<file path="config.mk">
export PLATFORM = sky130hd
export DESIGN_NAME = dglcd_half
export DESIGN_NICKNAME = d
export VERILOG_FILES = /design/src/rtl/dglcd_pkg.sv /design/src/rtl/dglcd_half.sv
export SDC_FILE = /design/constraint.sdc
export NUM_CORES = 2
export LEC_CHECK = 0
export BUFFER_PORTS_ARGS = -buffer_cell sky130_fd_sc_hd__buf_2
export CORE_MARGIN = 10
export CORE_UTILIZATION = 50
export CTS_CLUSTER_DIAMETER = 40
export DETAILED_ROUTE_END_ITERATION = 10
export HOLD_SLACK_MARGIN = 0.12
export PLACE_DENSITY = 0.67
export SYNTH_ARGS = -nofsm -noshare
export SYNTH_HDL_FRONTEND = slang
export SYNTH_SLANG_ARGS = --single-unit
</file>
<file path="constraint.sdc">
create_clock -name clk -period 3.8 [get_ports clk]
set_input_delay 0.38 -clock clk [delete_from_list [all_inputs] [get_ports clk]]
set_output_delay 0.38 -clock clk [all_outputs]
set_load 0.03 [all_outputs]
</file>
<file path="src/rtl/dglcd_pkg.sv">
// Shared types, constants and address helper for the dual-half graphic LCD controller.
// Depends on nothing; every other file imports it.
package dglcd_pkg;

    localparam int PAGE_COUNT    = 8;
    localparam int DISPLAY_WIDTH = 128;
    localparam int HALF_COLS     = DISPLAY_WIDTH / 2;
    localparam int HALF_SIZE     = PAGE_COUNT * HALF_COLS;
    localparam int ADDR_W        = (HALF_SIZE > 1) ? $clog2(HALF_SIZE) : 1;

    localparam int PAGE_W = 3;
    localparam int COL_W  = 6;
    localparam int LINE_W = 6;

    // Command bytes and the masks that pick them out.
    localparam logic [7:0] CMD_DISPLAY_OFF = 8'h3E;
    localparam logic [7:0] CMD_DISPLAY_ON  = 8'h3F;
    localparam logic [7:0] CMD_SET_COL     = 8'h40;
    localparam logic [7:0] CMD_SET_PAGE    = 8'hB8;
    localparam logic [7:0] CMD_SET_LINE    = 8'hC0;
    localparam logic [7:0] MASK_TWO_BITS   = 8'hC0;
    localparam logic [7:0] MASK_FIVE_BITS  = 8'hF8;

    localparam logic [7:0] STATUS_OFF = 8'h20;

    // Bit positions within half_select.
    localparam int SEL_LEFT  = 0;
    localparam int SEL_RIGHT = 1;

    typedef enum logic [1:0] {
        OP_CMD        = 2'd0,
        OP_DATA_WRITE = 2'd1,
        OP_STATUS     = 2'd2,
        OP_DATA_READ  = 2'd3
    } op_t;

    typedef struct packed {
        logic       act;
        op_t        op;
        logic [7:0] value;
    } half_req_t;

    typedef struct packed {
        logic              en;
        logic [ADDR_W-1:0] addr;
    } clear_t;

    typedef struct packed {
        logic [7:0] latch;
        logic       display_on;
    } half_stat_t;

    function automatic logic [ADDR_W-1:0] addr_of(input logic [PAGE_W-1:0] page,
                                                  input logic [COL_W-1:0] col);
        logic [31:0] full;
        full = 32'(page) * 32'(HALF_COLS) + 32'(col);
        return full[ADDR_W-1:0];
    endfunction

endpackage

</file>
<file path="src/rtl/dglcd_half.sv">
// One display half: its byte RAM, address registers and output latch.
// Depends on dglcd_pkg.
module dglcd_half (
    input  logic                  clk,
    input  logic                  rst_n,
    input  dglcd_pkg::half_req_t  req,
    input  dglcd_pkg::clear_t     clr,
    output dglcd_pkg::half_stat_t stat
);
    import dglcd_pkg::*;

    logic [7:0]        mem [HALF_SIZE];
    logic [7:0]        rdata_reg;

    logic [PAGE_W-1:0] page_reg, page_next;
    logic [COL_W-1:0]  col_reg, col_next;
    logic [LINE_W-1:0] line_reg, line_next;
    logic              on_reg, on_next;
    logic [7:0]        latch_reg, latch_next;
    logic              rd_pend_reg, rd_pend_next;
    logic              rd_ok_reg, rd_ok_next;

    logic              addr_ok;
    logic [ADDR_W-1:0] cur_addr;
    logic              we;
    logic [ADDR_W-1:0] waddr;
    logic [7:0]        wdata;

    assign addr_ok  = ({1'b0, page_reg} < (PAGE_W + 1)'(PAGE_COUNT)) &&
                      ({1'b0, col_reg} < (COL_W + 1)'(HALF_COLS));
    assign cur_addr = addr_of(page_reg, col_reg);

    assign we    = clr.en || (req.act && req.op == OP_DATA_WRITE && addr_ok);
    assign waddr = clr.en ? clr.addr : cur_addr;
    assign wdata = clr.en ? 8'h00 : req.value;

    always_ff @(posedge clk)
    begin
        if (we)
        begin
            mem[waddr] <= wdata;
        end
        rdata_reg <= mem[cur_addr];
    end

    always_comb
    begin
        page_next    = page_reg;
        col_next     = col_reg;
        line_next    = line_reg;
        on_next      = on_reg;
        latch_next   = latch_reg;
        rd_pend_next = 1'b0;
        rd_ok_next   = rd_ok_reg;

        // The RAM word for a data read arrives in rdata_reg in the cycle after the access.
        if (rd_pend_reg)
        begin
            latch_next = rd_ok_reg ? rdata_reg : 8'h00;
        end

        if (req.act)
        begin
            unique case (req.op)
                OP_CMD:
                begin
                    priority if (req.value == CMD_DISPLAY_OFF)
                    begin
                        on_next = 1'b0;
                    end
                    else if (req.value == CMD_DISPLAY_ON)
                    begin
                        on_next = 1'b1;
                    end
                    else if ((req.value & MASK_TWO_BITS) == CMD_SET_COL)
                    begin
                        col_next = req.value[COL_W-1:0];
                    end
                    else if ((req.value & MASK_FIVE_BITS) == CMD_SET_PAGE)
                    begin
                        page_next = req.value[PAGE_W-1:0];
                    end
                    else if ((req.value & MASK_TWO_BITS) == CMD_SET_LINE)
                    begin
                        line_next = req.value[LINE_W-1:0];
                    end
                    else
                    begin
                        line_next = line_reg;
                    end
                end
                OP_DATA_WRITE:
                begin
                    col_next = col_reg + 1'b1;
                end
                OP_STATUS:
                begin
                    col_next = col_reg;
                end
                OP_DATA_READ:
                begin
                    rd_pend_next = 1'b1;
                    rd_ok_next   = addr_ok;
                    col_next     = col_reg + 1'b1;
                end
                default:
                begin
                    col_next = col_reg;
                end
            endcase
        end
    end

    always_ff @(posedge clk or negedge rst_n)
    begin
        if (!rst_n)
        begin
            page_reg    <= '0;
            col_reg     <= '0;
            line_reg    <= '0;
            on_reg      <= 1'b0;
            latch_reg   <= '0;
            rd_pend_reg <= 1'b0;
            rd_ok_reg   <= 1'b0;
        end
        else
        begin
            page_reg    <= page_next;
            col_reg     <= col_next;
            line_reg    <= line_next;
            on_reg      <= on_next;
            latch_reg   <= latch_next;
            rd_pend_reg <= rd_pend_next;
            rd_ok_reg   <= rd_ok_next;
        end
    end

    assign stat.latch      = latch_reg;
    assign stat.display_on = on_reg;

endmodule

</file>
; ---- Word level (Yosys, flattened, before mapping)
; Memory sizes are Yosys's and may differ from the RTL's. A register that Yosys moved wholly into a read port is not among the register bits.
; Cells that the tools add are included.
[classes]
n_reduce_logical = 9
n_bitwise = 4
mux = 13
n_eq_ne = 10
add_sub_neg = 2
[op_table]
columns = operator, n
row1 = $mux W6, 3
row2 = $eq A8 B6 Y1 const B, 2
row3 = $mux W8, 2
row4 = $pmux W6 S2, 1
row5 = $add A9 B6 Y9, 1
row6 = $mux W9, 1
row7 = $add A6 B1 Y6 const B, 1
row8 = $mux W1, 6
row9 = $ne A2 B2 Y1 const B, 3
row10 = $reduce_and A6 Y1, 1
row11 = $eq A5 B5 Y1 const B, 1
row12 = $reduce_and A5 Y1, 1
row13 = $eq A2 B1 Y1 const B, 2
row14 = $eq A2 B2 Y1 const B, 2
row15 = $not A1 Y1, 4
row16 = $reduce_and A3 Y1, 1
row17 = $logic_not A2 Y1, 1
row18 = $reduce_and A2 Y1, 1
row19 = $reduce_bool A2 Y1, 1
row20 = $reduce_or A2 Y1, 1
row21 = $logic_and A1 B1 Y1, 1
row22 = $logic_or A1 B1 Y1, 1
[word_totals]
ff_bits = 20
inputBits = 23
ram_bits = 4096
memories = 1
[mem_list]
columns = memory, words, width, rd, rd_ports_with_merged_regs, write_ports, line_no
row1 = mem, 512, 8, 1, 1, 1, dglcd_half.sv:12  ; logic [7:0] mem [HALF_SIZE];

; ---- Depth between registers and ports, before layout
[logic_depth]
word_depth = 5
mapped_depth = 13
mapped_depth_nobuf = 7

; ---- Least setup slack after synthesis
; No wires, ideal clock.
[synth_path]
kind = input -> register
startpoint = input clr[9] (netlist name)
endpoint = memory mem[0][0] (data pin)
path_stages = 3
setup_ps = 2689
t_arrival_ps = 13162
setup_slack_ps = -12051
path_cell_list = clkbuf_1 > clkbuf_1 > nor2b_1
[synth_via]
elab_chain_cells = 1
[synth_lines]
columns = element, line_no
row1 = from (decl), dglcd_half.sv:7  ; input dglcd_pkg::clear_t clr,
row2 = $mux W8, dglcd_half.sv:35  ; assign wdata = clr.en ? 8'h00 : req.value;
row3 = net wdata[0], dglcd_half.sv:27  ; logic [7:0] wdata;
row4 = to (decl), dglcd_half.sv:12
; The timed path passes the listed nets, and every way through them passes these cells.

; ---- Worst setup path after layout
[layout_path]
startpoint = register col_reg[3]
endpoint = register rdata_reg[1], read port of mem
[layout_via]
elab_chain_cells = 1
[layout_lines]
columns = element, line_no
row1 = from (decl), dglcd_half.sv:16  ; logic [COL_W-1:0] col_reg, col_next;
row2 = from (signal assigned), dglcd_half.sv:129  ; col_reg <= col_next;
row3 = $add A9 B6 Y9, dglcd_pkg.sv:56  ; full = 32'(page) * 32'(HALF_COLS) + 32'(col);
row4 = to (decl), dglcd_half.sv:13  ; logic [7:0] rdata_reg;
; Every way passes these cells.
; A chain may end at the register's enable or synchronous reset.

==> impl_metrics.py <==
metrics = {
    "run_status": {
        "status": "complete, but fails checks",
        "violations": "setup timing",
    },
    "global_route": {
        "antenna_found_initial": 18,
        "grt_pass1_vias": 83500,
        "grt_max_degree": 185,
        "grt_remaining_overflow": 0,
        "grtUsageTotal_pct": 25.1,
        "grt_pass1_wl_um": 624000,
    },
    "floorplanning": {
        "row_count": 207,
        "initial_core_util_pct": 50.2,
        "die-area_sq_mm": 0.343,
        "core_area_sq_mm": 0.318,
        "die_x_um": 586,
        "io_pins": 32,
        "die_h_um": 586,
    },
    "route": {
        "wl_um": 433000,
        "num_vias": 83000,
        "antenna_left": 0,
        "drtPass1Iterations": 6,
        "drt_iter0_drc": 11600,
        "drcViolationCount": 0,
        "avgViaCountPerCell": 6.35,
        "wl_per_cell_um": 33.2,
    },
    "critical_path": {
        "r2r_end": "rdata_reg[1]",
        "critPathMaxFanout": 13,
        "worstSetupPathType": "reg -> reg",
        "reg2reg_slack_ns": -0.01,
        "cp.required_ns": 4.67,
        "critPathLaunchType": "register",
        "r2r-start": "col_reg[3]",
        "r2r_cells": 10,
        "cp.arrival_ns": 4.68,
        "endpoint_kind": "register",
    },
    "layout": {
        "drive_gt1_share_pct": 33.5,
        "layout.cells.non_filler": 13100,
        "layout_common_cells": "edfxtp_1 (4,096), mux4_2 (1,018), buf_4 (904)",
        "nNetsFinal": 8499,
        "final_common_cell": "edfxtp_1",
        "syn_to_final_growth_pct": 18.6,
        "largest_reg_flops": 4096,
        "fin_util_pct": 59.6,
    },
    "placement": {
        "gp_congestion": 0.869,
        "place_hpwl_um": 271000,
        "dp_cells": 12100,
        "port_buffers": 31,
    },
    "synthesis": {
        "ys_ff_latch": 4124,
        "synth_area_leader_cell": "edfxtp_1",
        "synthFlopType": "edfxtp_1",
        "syn_avg_cell_area_sq_um": 21.7,
        "postSynthCellCount": 7365,
        "synthesis.nets": 7389,
        "async_flop_share_pct": 0.485,
        "synth_warnings": 0,
        "synthTopCellsByArea": "edfxtp_1 (77%), mux4_2 (14%), mux2i_1 (2.1%), nor2_1 (1.3%), o221ai_1 (0.48%)",
        "syn_area_sq_mm": 0.160,
        "synth_edf_count": 4096,
        "yosysSeqAreaShare_pct": 77.3,
        "synth_top_area_share_pct": 76.9,
        "yosysUniqueCellTypes": 65,
    },
    "clock_network": {
        "cts.sinks": 4124,
        "cts_buffers": 484,
        "clockBufferDepth": 4,
        "cts_tree": "done",
        "path_clk_slew_ns": 0.06,
        "cts-root-buf": "clkbuf_16",
        "clk_latency_ns": 0.96,
        "htreeDepth": 5,
    },
    "sta": {
        "drv_slew": 0,
        "fin_setup_tns_ns": -0.0115,
        "skew_ns": 0.0828,
        "fmax_mhz": 262,
        "setup_viol": 1,
        "period_needed_ns": 3.81,
        "relSlewSlack_pct": 26.1,
        "finalHoldViolCount": 0,
        "period_share_pct": 100,
        "fin_ws_ns": -0.0115,
        "tightest_slew_ns": 1.10,
    },
    "hold_path": {
        "min_to": "mem[51][5]",
        "min_path_type": "in -> reg",
        "hold_depth": 6,
        "min_from": "clr[2]",
    },
    "pwr": {
        "leakage_nw": 62.1,
        "finalPower_mw": 119,
        "vdd_drop_max_uv": 499,
        "power_density_mw_per_mm2": 626,
    },
    "flow_run": {
        "cap_violations": 0,
    },
}
kinds of logic (layout without fill, tap and decap cells):
kind of cell / after synthesis / in the layout / share of synthesized area (%)
DFF: 4124 / 4124 / 77.3
muxes: 1404 / 1404 / 16.8
AOI/OAI and AO/OA: 503 / 503 / 2.29
other: 0 / 6 / 0
and+or+nand+nor: 852 / 852 / 2.13
buffers and inverters: 481 / 2001 / 1.47
adders and majority gates: 1 / 1 / 0.00782
synth_stat cells, types with 10 or more instances:
library cell  count
o22ai_1          71
buf_4            60
a22oi_1          37
a221oi_1         42
clkbuf_1        198
mux2i_1         333
a21oi_1          72
edfxtp_1       4096
nor3_1           16
dfrtp_1          20
o211ai_1         10
o22a_1           15
nor2b_1          16
nand3_1          33
nand2_1         177
inv_1            17
o21ai_0          56
buf_1            53
a221o_1          14
a2111oi_0        11
buf_6            22
o221ai_1         87
mux4_2         1018
buf_2           127
nor2_1          572
a31oi_1          15
mux2_2           53
power breakdown:
| part | switching (mW) | internal, mW |
|---|---|---|
| Combinational | 12.0 | 8.66 |
| Sequential | 0.346 | 50.2 |
| Clock | 18.8 | 28.7 |
per-stage QoR:
step	hold slack (ns)	worst slack (ns)	area (sq um)
4_1_cts	0.311	0.00743	190000
6_report	0.389	-0.0115	190000
3_5_place_dp	0.387	-0.249	173000
2_1_floorplan	0.0844	-1.99	160000
5_1_grt	0.337	-0.00341	190000
3_3_place_gp	0.379	-0.548	173000
what timing repair did:
action	4_1_cts	5_1_grt
hold buffers	18	0
gates resized for setup	9	5
endpoints found under the setup margin	4	7
gates cloned	0	1
buffers inserted	0	2
hold endpoints to repair	104	0
worst max-delay path, cell delays in order (launching register included):
cell and delay (ns):
dfrtp_4 0.57, buf_4 0.39, nand2_2 0.40, buf_4 0.40, o22ai_1 0.30, o21ai_1 0.17, buf_4 0.18, a21boi_0 0.71
a2111oi_1 0.21, buf_4 0.20, o21ai_1 0.12
worst max path at each step:
stage	from	to	slack, ns	depth (start not counted)
3_5_place_dp	col_reg[0]	rdata_reg[1]	-0.25	11
6_report	col_reg[3]	rdata_reg[1]	-0.01	10
3_3_place_gp	col_reg[0]	rdata_reg[3]	-0.55	12
4_1_cts	col_reg[0]	rdata_reg[3]	0.007	13
5_1_grt	col_reg[0]	rdata_reg[5]	-0.003	10
2_1_floorplan	clr[9]	mem[0][0]	-1.99	3
per-layer routing:
layer	routed length, um	vias to the layer above	GRT usage (%)	share of wire, %
met3	46800	903	5.48	11
met4	18500	12	9.05	4.3
li1	-	33300	-	-
met5	85	-	0	0.020
met2	205000	4997	39.4	47
met1	163000	43800	35.1	38
final cells by class:
type,count,area [sq um]
Timing Repair Buffer,1084,9720
Clock inverter,340,4180
Fill cell,21900,129000
Multi-Input combinational cell,2760,34200
Inverter,21,88.8
Tap cell,4180,5230
Antenna cell,6,15.0
Clock buffer,556,12500
Sequential cell,4124,124000
(Power assumes the default switching activity.)
