==> src/rtl/dglcd_pkg.sv <==
// Shared types, constants and address helper for the dual-half graphic LCD controller.
// Depends on nothing; every other file imports it.
package dglcd_pkg;

    localparam int PAGE_COUNT    = 8;
    localparam int DISPLAY_WIDTH = 128;
    localparam int HALF_COLS     = DISPLAY_WIDTH / 2;
    localparam int HALF_SIZE     = PAGE_COUNT * HALF_COLS;
    localparam int ADDR_W        = (HALF_SIZE > 1) ? $clog2(HALF_SIZE) : 1;

    localparam int PAGE_W = 3;
    localparam int COL_W  = 6;
    localparam int LINE_W = 6;

    // Command bytes and the masks that pick them out.
    localparam logic [7:0] CMD_DISPLAY_OFF = 8'h3E;
    localparam logic [7:0] CMD_DISPLAY_ON  = 8'h3F;
    localparam logic [7:0] CMD_SET_COL     = 8'h40;
    localparam logic [7:0] CMD_SET_PAGE    = 8'hB8;
    localparam logic [7:0] CMD_SET_LINE    = 8'hC0;
    localparam logic [7:0] MASK_TWO_BITS   = 8'hC0;
    localparam logic [7:0] MASK_FIVE_BITS  = 8'hF8;

    localparam logic [7:0] STATUS_OFF = 8'h20;

    // Bit positions within half_select.
    localparam int SEL_LEFT  = 0;
    localparam int SEL_RIGHT = 1;

    typedef enum logic [1:0] {
        OP_CMD        = 2'd0,
        OP_DATA_WRITE = 2'd1,
        OP_STATUS     = 2'd2,
        OP_DATA_READ  = 2'd3
    } op_t;

    typedef struct packed {
        logic       act;
        op_t        op;
        logic [7:0] value;
    } half_req_t;

    typedef struct packed {
        logic              en;
        logic [ADDR_W-1:0] addr;
    } clear_t;

    typedef struct packed {
        logic [7:0] latch;
        logic       display_on;
    } half_stat_t;

    function automatic logic [ADDR_W-1:0] addr_of(input logic [PAGE_W-1:0] page,
                                                  input logic [COL_W-1:0] col);
        logic [31:0] full;
        full = 32'(page) * 32'(HALF_COLS) + 32'(col);
        return full[ADDR_W-1:0];
    endfunction

endpackage

==> src/rtl/dglcd_ctrl.sv <==
// Access control: clearing sweep after reset, read interlock, result register.
// Depends on dglcd_pkg.
module dglcd_ctrl (
    input  logic                  clk,
    input  logic                  rst_n,
    input  logic                  start,
    input  logic [1:0]            half_select,
    input  logic [1:0]            operation,
    input  logic [7:0]            write_value,
    input  dglcd_pkg::half_stat_t stat_left,
    input  dglcd_pkg::half_stat_t stat_right,
    output logic                  busy,
    output logic                  valid,
    output logic [7:0]            read_value,
    output dglcd_pkg::half_req_t  req_left,
    output dglcd_pkg::half_req_t  req_right,
    output dglcd_pkg::clear_t     clr
);
    import dglcd_pkg::*;

    logic              clearing_reg, clearing_next;
    logic [ADDR_W-1:0] clr_cnt_reg, clr_cnt_next;
    logic              pend_reg, pend_next;
    logic              valid_reg, valid_next;
    logic [7:0]        result_reg, result_next;

    logic              accept;
    op_t               op;
    half_stat_t        first;
    logic              any_sel;

    assign busy    = clearing_reg || pend_reg;
    assign accept  = start && !busy;
    assign op      = op_t'(operation);
    assign any_sel = half_select[SEL_LEFT] || half_select[SEL_RIGHT];
    // With both halves selected, reads answer from the left half.
    assign first   = half_select[SEL_LEFT] ? stat_left : stat_right;

    assign req_left.act    = accept && half_select[SEL_LEFT];
    assign req_left.op     = op;
    assign req_left.value  = write_value;
    assign req_right.act   = accept && half_select[SEL_RIGHT];
    assign req_right.op    = op;
    assign req_right.value = write_value;

    assign clr.en   = clearing_reg;
    assign clr.addr = clr_cnt_reg;

    always_comb
    begin
        clearing_next = clearing_reg;
        clr_cnt_next  = clr_cnt_reg;
        if (clearing_reg)
        begin
            clr_cnt_next = clr_cnt_reg + 1'b1;
            if (clr_cnt_reg == ADDR_W'(HALF_SIZE - 1))
            begin
                clearing_next = 1'b0;
            end
        end

        pend_next   = accept && any_sel && op == OP_DATA_READ;
        valid_next  = accept;
        result_next = 8'h00;
        if (any_sel)
        begin
            unique case (op)
                OP_STATUS:    result_next = first.display_on ? 8'h00 : STATUS_OFF;
                OP_DATA_READ: result_next = first.latch;
                default:      result_next = 8'h00;
            endcase
        end
    end

    always_ff @(posedge clk or negedge rst_n)
    begin
        if (!rst_n)
        begin
            clearing_reg <= 1'b1;
            clr_cnt_reg  <= '0;
            pend_reg     <= 1'b0;
            valid_reg    <= 1'b0;
        end
        else
        begin
            clearing_reg <= clearing_next;
            clr_cnt_reg  <= clr_cnt_next;
            pend_reg     <= pend_next;
            valid_reg    <= valid_next;
        end
    end

    always_ff @(posedge clk)
    begin
        result_reg <= result_next;
    end

    assign valid      = valid_reg;
    assign read_value = result_reg;

endmodule

==> config.mk <==
export PLATFORM = sky130hd
export DESIGN_NAME = dglcd_ctrl
export DESIGN_NICKNAME = d
export VERILOG_FILES = /design/src/rtl/dglcd_pkg.sv /design/src/rtl/dglcd_ctrl.sv
export SDC_FILE = /design/constraint.sdc
export NUM_CORES = 1
export LEC_CHECK = 0
export BUFFER_PORTS_ARGS = -buffer_cell sky130_fd_sc_hd__buf_2
export CORE_ASPECT_RATIO = 1.2
export CORE_MARGIN = 4
export CORE_UTILIZATION = 35
export DETAILED_ROUTE_END_ITERATION = 8
export PLACE_DENSITY_LB_ADDON = 0.05
export SLEW_MARGIN = 10
export SYNTH_ARGS = -nofsm -noshare
export SYNTH_HDL_FRONTEND = slang
export SYNTH_SLANG_ARGS = --single-unit
==> constraint.sdc <==
create_clock -name clk -period 1.66 [get_ports clk]
set_clock_uncertainty 0.15 [all_clocks]
set_input_delay 0.498 -clock clk [delete_from_list [all_inputs] [get_ports clk]]
set_output_delay 0.498 -clock clk [all_outputs]
set_load 0.05 [all_outputs]
# --- Yosys cells after proc, flatten, opt, wreduce, memory -nomap -nowiden ---
# Index checks and enable logic that the tools add are counted.
op_classes:
  add_sub_neg: 1
  muxes: 5
  magnitude_cmp: 0
  reduce_logical: 8
  div_mod_pow: 0
  n_bitwise: 0
  n_eq_ne: 3
  shifts: 0
  multipliers: 0
ops:
  columns: ["op", "n"]
  rows:
  - ["one-hot mux 8 bit (2 select lines)", 1]
  - ["adder 9 x 1 -> 9 bit (second input constant)", 1]
  - ["equality test 9 bit (second input constant)", 1]
  - ["two-way mux 9 bit", 1]
  - ["two-way mux 6 bit", 1]
  - ["logical AND 1 bit", 5]
  - ["equality test 2 bit (second input constant)", 2]
  - ["logical OR 1 bit", 2]
  - ["two-way mux 1 bit", 2]
  - ["zero test 1 bit", 1]
totals:
  mem_count: 0
  out_inout_bits: 42
  ram_bits: 0
  romBits: 0
  inputBits: 33
  wordCells: 22
  register_bits: 20
  latch_bits: 0

# --- Logic depth before layout (Yosys ltp) ---
# Gate-level depths: netlist of the first run.
logic_depth:
  depth_word: 5
  mapped_depth: 5
  mapped_depth_nobuf: 5

# --- Worst setup path before layout of the first run ---
# OpenSTA, ideal clock, no wires.
synth_path:
  path_kind: "register to register"
  start: "register clr_cnt_reg[0]"
  end: "register clr_cnt_reg[8]"
  path_slack_ns: -0.187
  setup_ns: 0.125
  required_time_ns: 1.385
  stages_incl_launch_ff: 6
  t_arrival_ns: 1.573
  cell_sequence: "dfrtp_1 ha_1 nand3_1 nor2_1 ha_1 mux2_2"
synth_between:
  elab_chain_cells: 1
synth_rtl:
  columns: ["item", "line", "text"]
  rows:
  - ["from (decl)", "dglcd_ctrl.sv:22", "logic [ADDR_W-1:0] clr_cnt_reg, clr_cnt_next;"]
  - ["from (signal assigned)", "dglcd_ctrl.sv:87", "clr_cnt_reg <= clr_cnt_next;"]
  - ["adder 9 x 1 -> 9 bit", "dglcd_ctrl.sv:55", "clr_cnt_next = clr_cnt_reg + 1'b1;"]
# Every way passes these cells.
# A chain may end at the register's enable or synchronous reset.

==> summary.txt, run 1 <==
STA
  • Final worst slack: -0.186 ns
  • Worst Max-Slew Pin Slew: 0.380 ns
  • RSZ-0062 raised after global routing: true
  • Final hold violations: 0
  • Max transition margin: ~75%
  • Fmax: 0.542 GHz
  • Min Hold Slack: roughly 0.28 ns
  • Period utilization: 111%
  • Max Slew Vio Count: 0
  • Fin crit period: 1.85 ns
  • Setup Viol. Count Final: 4

Global route
  • Vias in the first global route: a little under 800
  • Largest net degree at the start of global routing: 13
  • Overall global routing resource usage: 11.2%
  • Initial antenna violation count: 0
  • First-pass GRT wire length: between 3000 and 4000 um
  • Remaining global-route overflow: 0

Cells and area
  • Layout cells sized above 1: approximately 56%
  • Post-Layout Inst Area: around 0.0013 sq mm
  • Diodes inserted: 0
  • Max FFs per register: 9
  • Final Util: a little under 50%
  • Area Growth Syn to Fin: 30.3%
  • Post-layout net count: 165
  • Final-layout fill cell count: 273

Worst setup path
  • Crit-path cells: nor2_4 > and3_4 > buf_8
  • CP required: between 1 and 1.5 ns
  • CP max-delay cell: dfstp_2
  • Critical Path Max Stage Delay: ~0.57 ns
  • Worst EP arrival: 1.20 ns
  • WP buf/inv: 1
  • FF-to-FF setup slack: 0.12 ns
  • R2R depth: 5
  • Crit Reg-Reg Startpoint: clr_cnt_reg[0]
  • Crit Path Max Fanout: 4
  • Critical path class: reg -> out
  • Reg2Reg Capture Point: clr_cnt_reg[8]
  • CP endpoint kind: output pin
  • CP top delay family: flip-flops
  • Crit start category: flop

Logic synthesis
  • Distinct cell type count of the synthesized netlist: 20
  • Yosys warns: 0
  • Mapped Nets: 128
  • Cell Area, Synth: ~1000 sq um
  • Avg Synthesized Cell Area: approximately 11 sq um
  • Cell count after synthesis: between 90 and 100
  • Synth Register Bits: 20
  • Register area share after synthesis: 46.7%

Run status
  • Status: finished with violations
  • Failing checks: setup timing

Route
  • Vias per inst: 4.42
  • Final WL: between 1500 and 2000 um
  • 1st-pass router iterations: 3
  • Drt drc: 0
  • DR WL met2: 975 um
  • Metal3 WL: between 200 and 250 um
  • Max layer used: met4
  • Routed Antenna Nets: 0
  • Via count: 716
  • M1 wire length: roughly 700 um
  • DR WL/cell: between 10 and 15 um
  • Initial drt markers: 25

Pwr
  • VDD IR max: roughly 400 uV
  • Static Leak: 0.690 nW
  • PD cells: 735 mW/mm^2

Placed design
  • Port bufs: 50
  • DP Worst Slack: -0.00316 ns
  • Routability cong.: 0.667
  • Cell Area, Placed: 0.00114 sq mm
  • Post-detail-place hpwl: 1570 um

Worst hold path
  • Hold crit path type: in -> reg
  • Hold Startpoint: stat_right[3]
  • Hold path cells: 3
  • Hold endpoint: read_value[2]

Floorplanning
  • Die area: approximately 0.0037 sq mm
  • Row count: 20
  • Core area: 0.00263 sq mm
  • Starting Density: roughly 38%
  • Chip width: around 57 um
  • Die H: 66.2 um
  • I/O Pins: 75

Clock tree
  • CTS H-Tree Depth: 1
  • CTS tree: yes
  • Worst-skew pair later-pin latency: 0.29 ns
  • CTS root buf: clkbuf_4
  • Max Buffers Root-to-Sink: 2
  • CTS Buf Count: 3
  • Worst-path clk slew: about 0.11 ns
  • Clock Sink Count: 20

Flow run
  • Max_cap viols: 0
[power breakdown]
part,switching [W],total [W],internal [W]
registers,0.00000262,0.000498,0.000495
logic,0.000111,0.000175,0.0000639
clock network,0.000140,0.000274,0.000134
total,0.000254,0.000946,0.000693
[kinds of logic (layout without fill, tap and decap cells)]
logic type | Yosys count | after routing | share of synthesized area (%)
AOI/OAI and AO/OA | 2 | 2 | 1.77
xor gates and xnor gates | 7 | 7 | 6.20
adders and majority gates | 2 | 2 | 2.53
muxes | 10 | 10 | 11.6
DFF | 20 | 20 | 46.7
and+or+nand+nor | 25 | 25 | 12.2
buffers and inverters | 27 | 63 | 19.0
[placed cells by master (no fill, tap or decap), drive strengths merged]
cell	n
dlygate4sd3	1
nand4	3
nand2	4
dfrtp	11
mux2	2
xor2	2
dfxtp	8
nor2	12
ha	2
o211ai	1
nor2b	1
mux2i	7
nand3	1
xnor2	5
and3	4
o21ai	1
dfstp	1
clkbuf	5
mux4	1
inv	4
buf	53
[cells in the mapped netlist]
cell	n	area (sq um)
and3_1	3	18.8
dfstp_2	1	26.3
dfrtp_1	11	275
inv_1	4	15.0
mux2_2	2	22.5
nand3_1	1	5.00
and3_4	1	11.3
dfxtp_1	8	160
nand2_1	4	15.0
o211ai_2	1	12.5
mux2i_1	7	70.1
mux4_2	1	22.5
nor2b_1	1	6.26
buf_4	23	173
nor2_1	12	45.0
xor2_1	2	17.5
xnor2_1	5	43.8
nand4_1	3	18.8
o21ai_0	1	5.00
ha_1	2	25.0
[how the worst max path moves through the flow]
stage	depth (start not counted)	startpoint	to	slack, ns
3_3_place_gp	3	start	req_left[10]	0.02
2_1_floorplan	4	clr_cnt_reg[2]	clr_cnt_reg[8]	-0.07
3_5_place_dp	3	pend_reg	req_left[10]	-0.003
4_1_cts	3	clearing_reg	req_left[10]	-0.21
5_1_grt	3	pend_reg	req_right[10]	-0.26
6_report	3	clearing_reg	req_right[10]	-0.19
[layout make-up]
type                       count  area, sq um  area share [%]
clock buffer                   4         36.3            2.82
inverter                       4         15.0            1.17
multi-input combinational     46          372            28.9
sequential                    20          465            36.2
tap                           33         41.3            3.21
timing repair buffer          55          358            27.8
[worst register-to-register path, stage by stage, from the launching register on]
cell and delay [ns]:
dfrtp_2 0.47, ha_4 0.18, nand3_1 0.08, nor2_2 0.04
ha_1 0.26, mux2_2 0.26
[through the flow]
stage,setup TNS (ns),cells,power [W]
2_1_floorplan,-0.0663,93,0.000722
3_3_place_gp,0,157,0.000670
3_5_place_dp,-0.00425,157,0.000672
4_1_cts,-0.755,161,0.000973
5_1_grt,-0.977,162,0.00101
6_report,-0.644,162,0.000946
[routing by layer]
metal | up-vias | global-route usage, %
met4 | 0 | 5.34
met5 | - | 0
met1 | 315 | 11.3
met3 | 2 | 5.47
li1 | 354 | -
met2 | 45 | 19.1
[repair_timing]
item	4_1_cts	5_1_grt
pin swaps	3	1
endpoints found under the hold margin	11	0
hold buffers	1	0
gates resized for setup	23	8
buffers inserted	0	1
endpoints found under the setup margin	10	9
Power figures use the tool's default switching activity.
==> inputs of run 2 (changes only) <==
--- a/config.mk
+++ b/config.mk
@@ -7,7 +7,7 @@
 export LEC_CHECK = 0
 export BUFFER_PORTS_ARGS = -buffer_cell sky130_fd_sc_hd__buf_2
 export CORE_ASPECT_RATIO = 1.2
-export CORE_MARGIN = 4
+export CORE_MARGIN = 3
 export CORE_UTILIZATION = 35
 export DETAILED_ROUTE_END_ITERATION = 8
 export PLACE_DENSITY_LB_ADDON = 0.05
==> summary.txt, run 2 (synthesized netlist as in run 1, its figures left out) <==
Route
  • DR WL/cell: between 10 and 15 um
  • Vias per inst: 4.38
  • Routed Antenna Nets: 0
  • Drt drc: 0
  • Via count: about 720
  • 1st-pass router iterations: 2
  • Final WL: between 1500 and 2000 um
  • Initial drt markers: 3

Worst setup path
  • WP buf/inv: 1
  • Crit Reg-Reg Startpoint: clr_cnt_reg[0]
  • Worst Setup EP: req_left[10]
  • Crit-path cells: nor2_4 > and3_4 > buf_8
  • Critical path class: reg -> out
  • Reg2Reg Capture Point: clr_cnt_reg[8]
  • Critical path origin: clearing_reg
  • Levels on crit path: 3
  • CP top delay family: flip-flops
  • Crit start category: flop
  • Crit Path Max Fanout: 4
  • CP required: 1.01 ns
  • CP endpoint kind: output pin
  • R2R depth: 6
  • Critical Path Max Stage Delay: 0.57 ns
  • Worst EP arrival: around 1.2 ns
  • FF-to-FF setup slack: 0.06 ns
  • CP max-delay cell: dfstp_2

Global route
  • Vias in the first global route: 713
  • Initial antenna violation count: 0
  • GR Util met2: 20.2%
  • Met1 GRT Util: about 13%
  • First-pass GRT wire length: 3180 um
  • Most Crowded Layer GR: met2
  • GRT met3 Usage: 4.90%
  • Remaining global-route overflow: 0
  • Overall global routing resource usage: roughly 12%
  • Largest net degree at the start of global routing: 13

STA
  • Final hold violations: 0
  • RSZ-0062 raised after global routing: true
  • Final worst slack: -0.181 ns
  • Fmax: 0.543 GHz
  • Setup Viol. Count Final: 4
  • Worst Max-Slew Pin Slew: 0.380 ns
  • Fin crit period: 1.84 ns
  • Period utilization: 111%
  • Max Slew Vio Count: 0
  • Max transition margin: between 70% and 80%

Clock tree
  • CTS root buf: clkbuf_4
  • Worst-skew pair later-pin latency: 0.30 ns
  • CTS Buf Count: 3
  • CTS H-Tree Depth: 1
  • CTS tree: yes
  • Worst-path clk slew: 0.11 ns
  • Clock Sink Count: 20
  • Max Buffers Root-to-Sink: 2

Pwr
  • P_sw: between 0.0002 and 0.0003 W
  • Static Leak: 0.696 nW
  • Comb power frac: 19.2%
  • Sequential share of power: a little over half
  • Switching share of total power: 28.0%
  • Pint: about 0.00065 W
  • PD cells: 695 mW/mm^2
  • VDD IR max: 467 uV
  • Clock power frac: 25.9%

Cells and area
  • Diodes inserted: 0
  • Max FFs per register: 9
  • Post-Layout Inst Area: around 0.0013 sq mm
  • Area Growth Syn to Fin: 31.9%
  • Layout cells sized above 1: a little under three fifths
  • Commonest non-fill, non-tap cell in the layout: buf_2
  • Final Util: 50.1%
  • Post-layout net count: 167
  • Highest-count cells in the layout ignoring fill and taps: 37 x buf_2, 12 x buf_4, 10 x nor2_1, 8 x dfrtp_1, 8 x dfxtp_1

Run status
  • Status: finished with violations
  • Failing checks: setup timing

Floorplanning
  • I/O Pins: 75
  • Chip width: 54.5 um
  • Die H: 64.2 um
  • Starting Density: 38.0%
  • Row count: 20
  • Die area: 0.00350 sq mm
  • Core area: 0.00260 sq mm

Placed design
  • Post-detail-place hpwl: 1500 um
  • Routability cong.: 0.740
  • Port bufs: 50
  • Cell Area, Placed: 0.00114 sq mm

Worst hold path
  • Hold crit path type: in -> reg

Flow run
  • Max_cap viols: 0
==> run 2: worst min-delay path by stage <==
| stage | cells after the start | end | slack [ns] | from |
|---|---|---|---|---|
| 3_3_place_gp | 1 | clr_cnt_reg[7] | 0.24 | rst_n |
| 2_1_floorplan | 0 | clr_cnt_reg[0] | 0.05 | rst_n |
| 6_report | 3 | read_value[4] | 0.27 | stat_right[5] |
| 4_1_cts | 3 | read_value[4] | 0.26 | stat_right[5] |
| 3_5_place_dp | 1 | clr_cnt_reg[5] | 0.24 | rst_n |
| 5_1_grt | 3 | read_value[3] | 0.28 | stat_right[4] |
==> run 2: worst register-to-register path, stage by stage, from the launching register on <==
cell	delay [ns]
dfrtp_2	0.43
buf_4	0.14
ha_4	0.16
nand3_2	0.07
nor2_2	0.04
ha_1	0.26
mux2_4	0.26
==> run 2: timing repair <==
| action | 4_1_cts | 5_1_grt |
|---|---|---|
| hold buffers | 1 | 0 |
| gates resized for setup | 24 | 12 |
| endpoints found under the hold margin | 11 | 0 |
| pin swaps | 3 | 1 |
| setup endpoints to repair | 9 | 11 |
| setup buffers | 1 | 1 |
==> run 2: metal layers <==
metal | share of wire, % | up-vias
met2 | 53 | 31
met4 | 0.87 | 0
li1 | - | 357
met3 | 11 | 2
met1 | 36 | 329
met5 | 0 | -
==> run 2: layout make-up <==
type	count	area, sq um
inverter	4	15.0
clock buffer	4	26.3
tap	33	41.3
timing repair buffer	57	375
sequential	20	465
fill	257	1300
multi-input combinational	46	380
==> run 2: stage by stage <==
step	total power (W)	setup TNS, ns	setup WS [ns]	hold WS, ns	std cells
after detailed placement	0.000671	0	0.00428	0.244	157
after global routing	0.000955	-0.876	-0.233	0.282	164
after floorplan	0.000722	-0.0663	-0.0663	0.0524	93
after CTS	0.000933	-0.739	-0.209	0.258	163
final	0.000907	-0.638	-0.181	0.274	164
after global placement	0.000670	-0.000174	-0.000174	0.244	157
==> run 2: power by group through the flow <==
stage | sequential, W | combinational, W | clock [W]
CTS | 0.000498 | 0.000176 | 0.000258
floorplan | 0.000545 | 0.000176 | 0
detailed placement | 0.000508 | 0.000164 | 0
global placement | 0.000508 | 0.000163 | 0
finish | 0.000498 | 0.000174 | 0.000234
global route | 0.000500 | 0.000187 | 0.000269
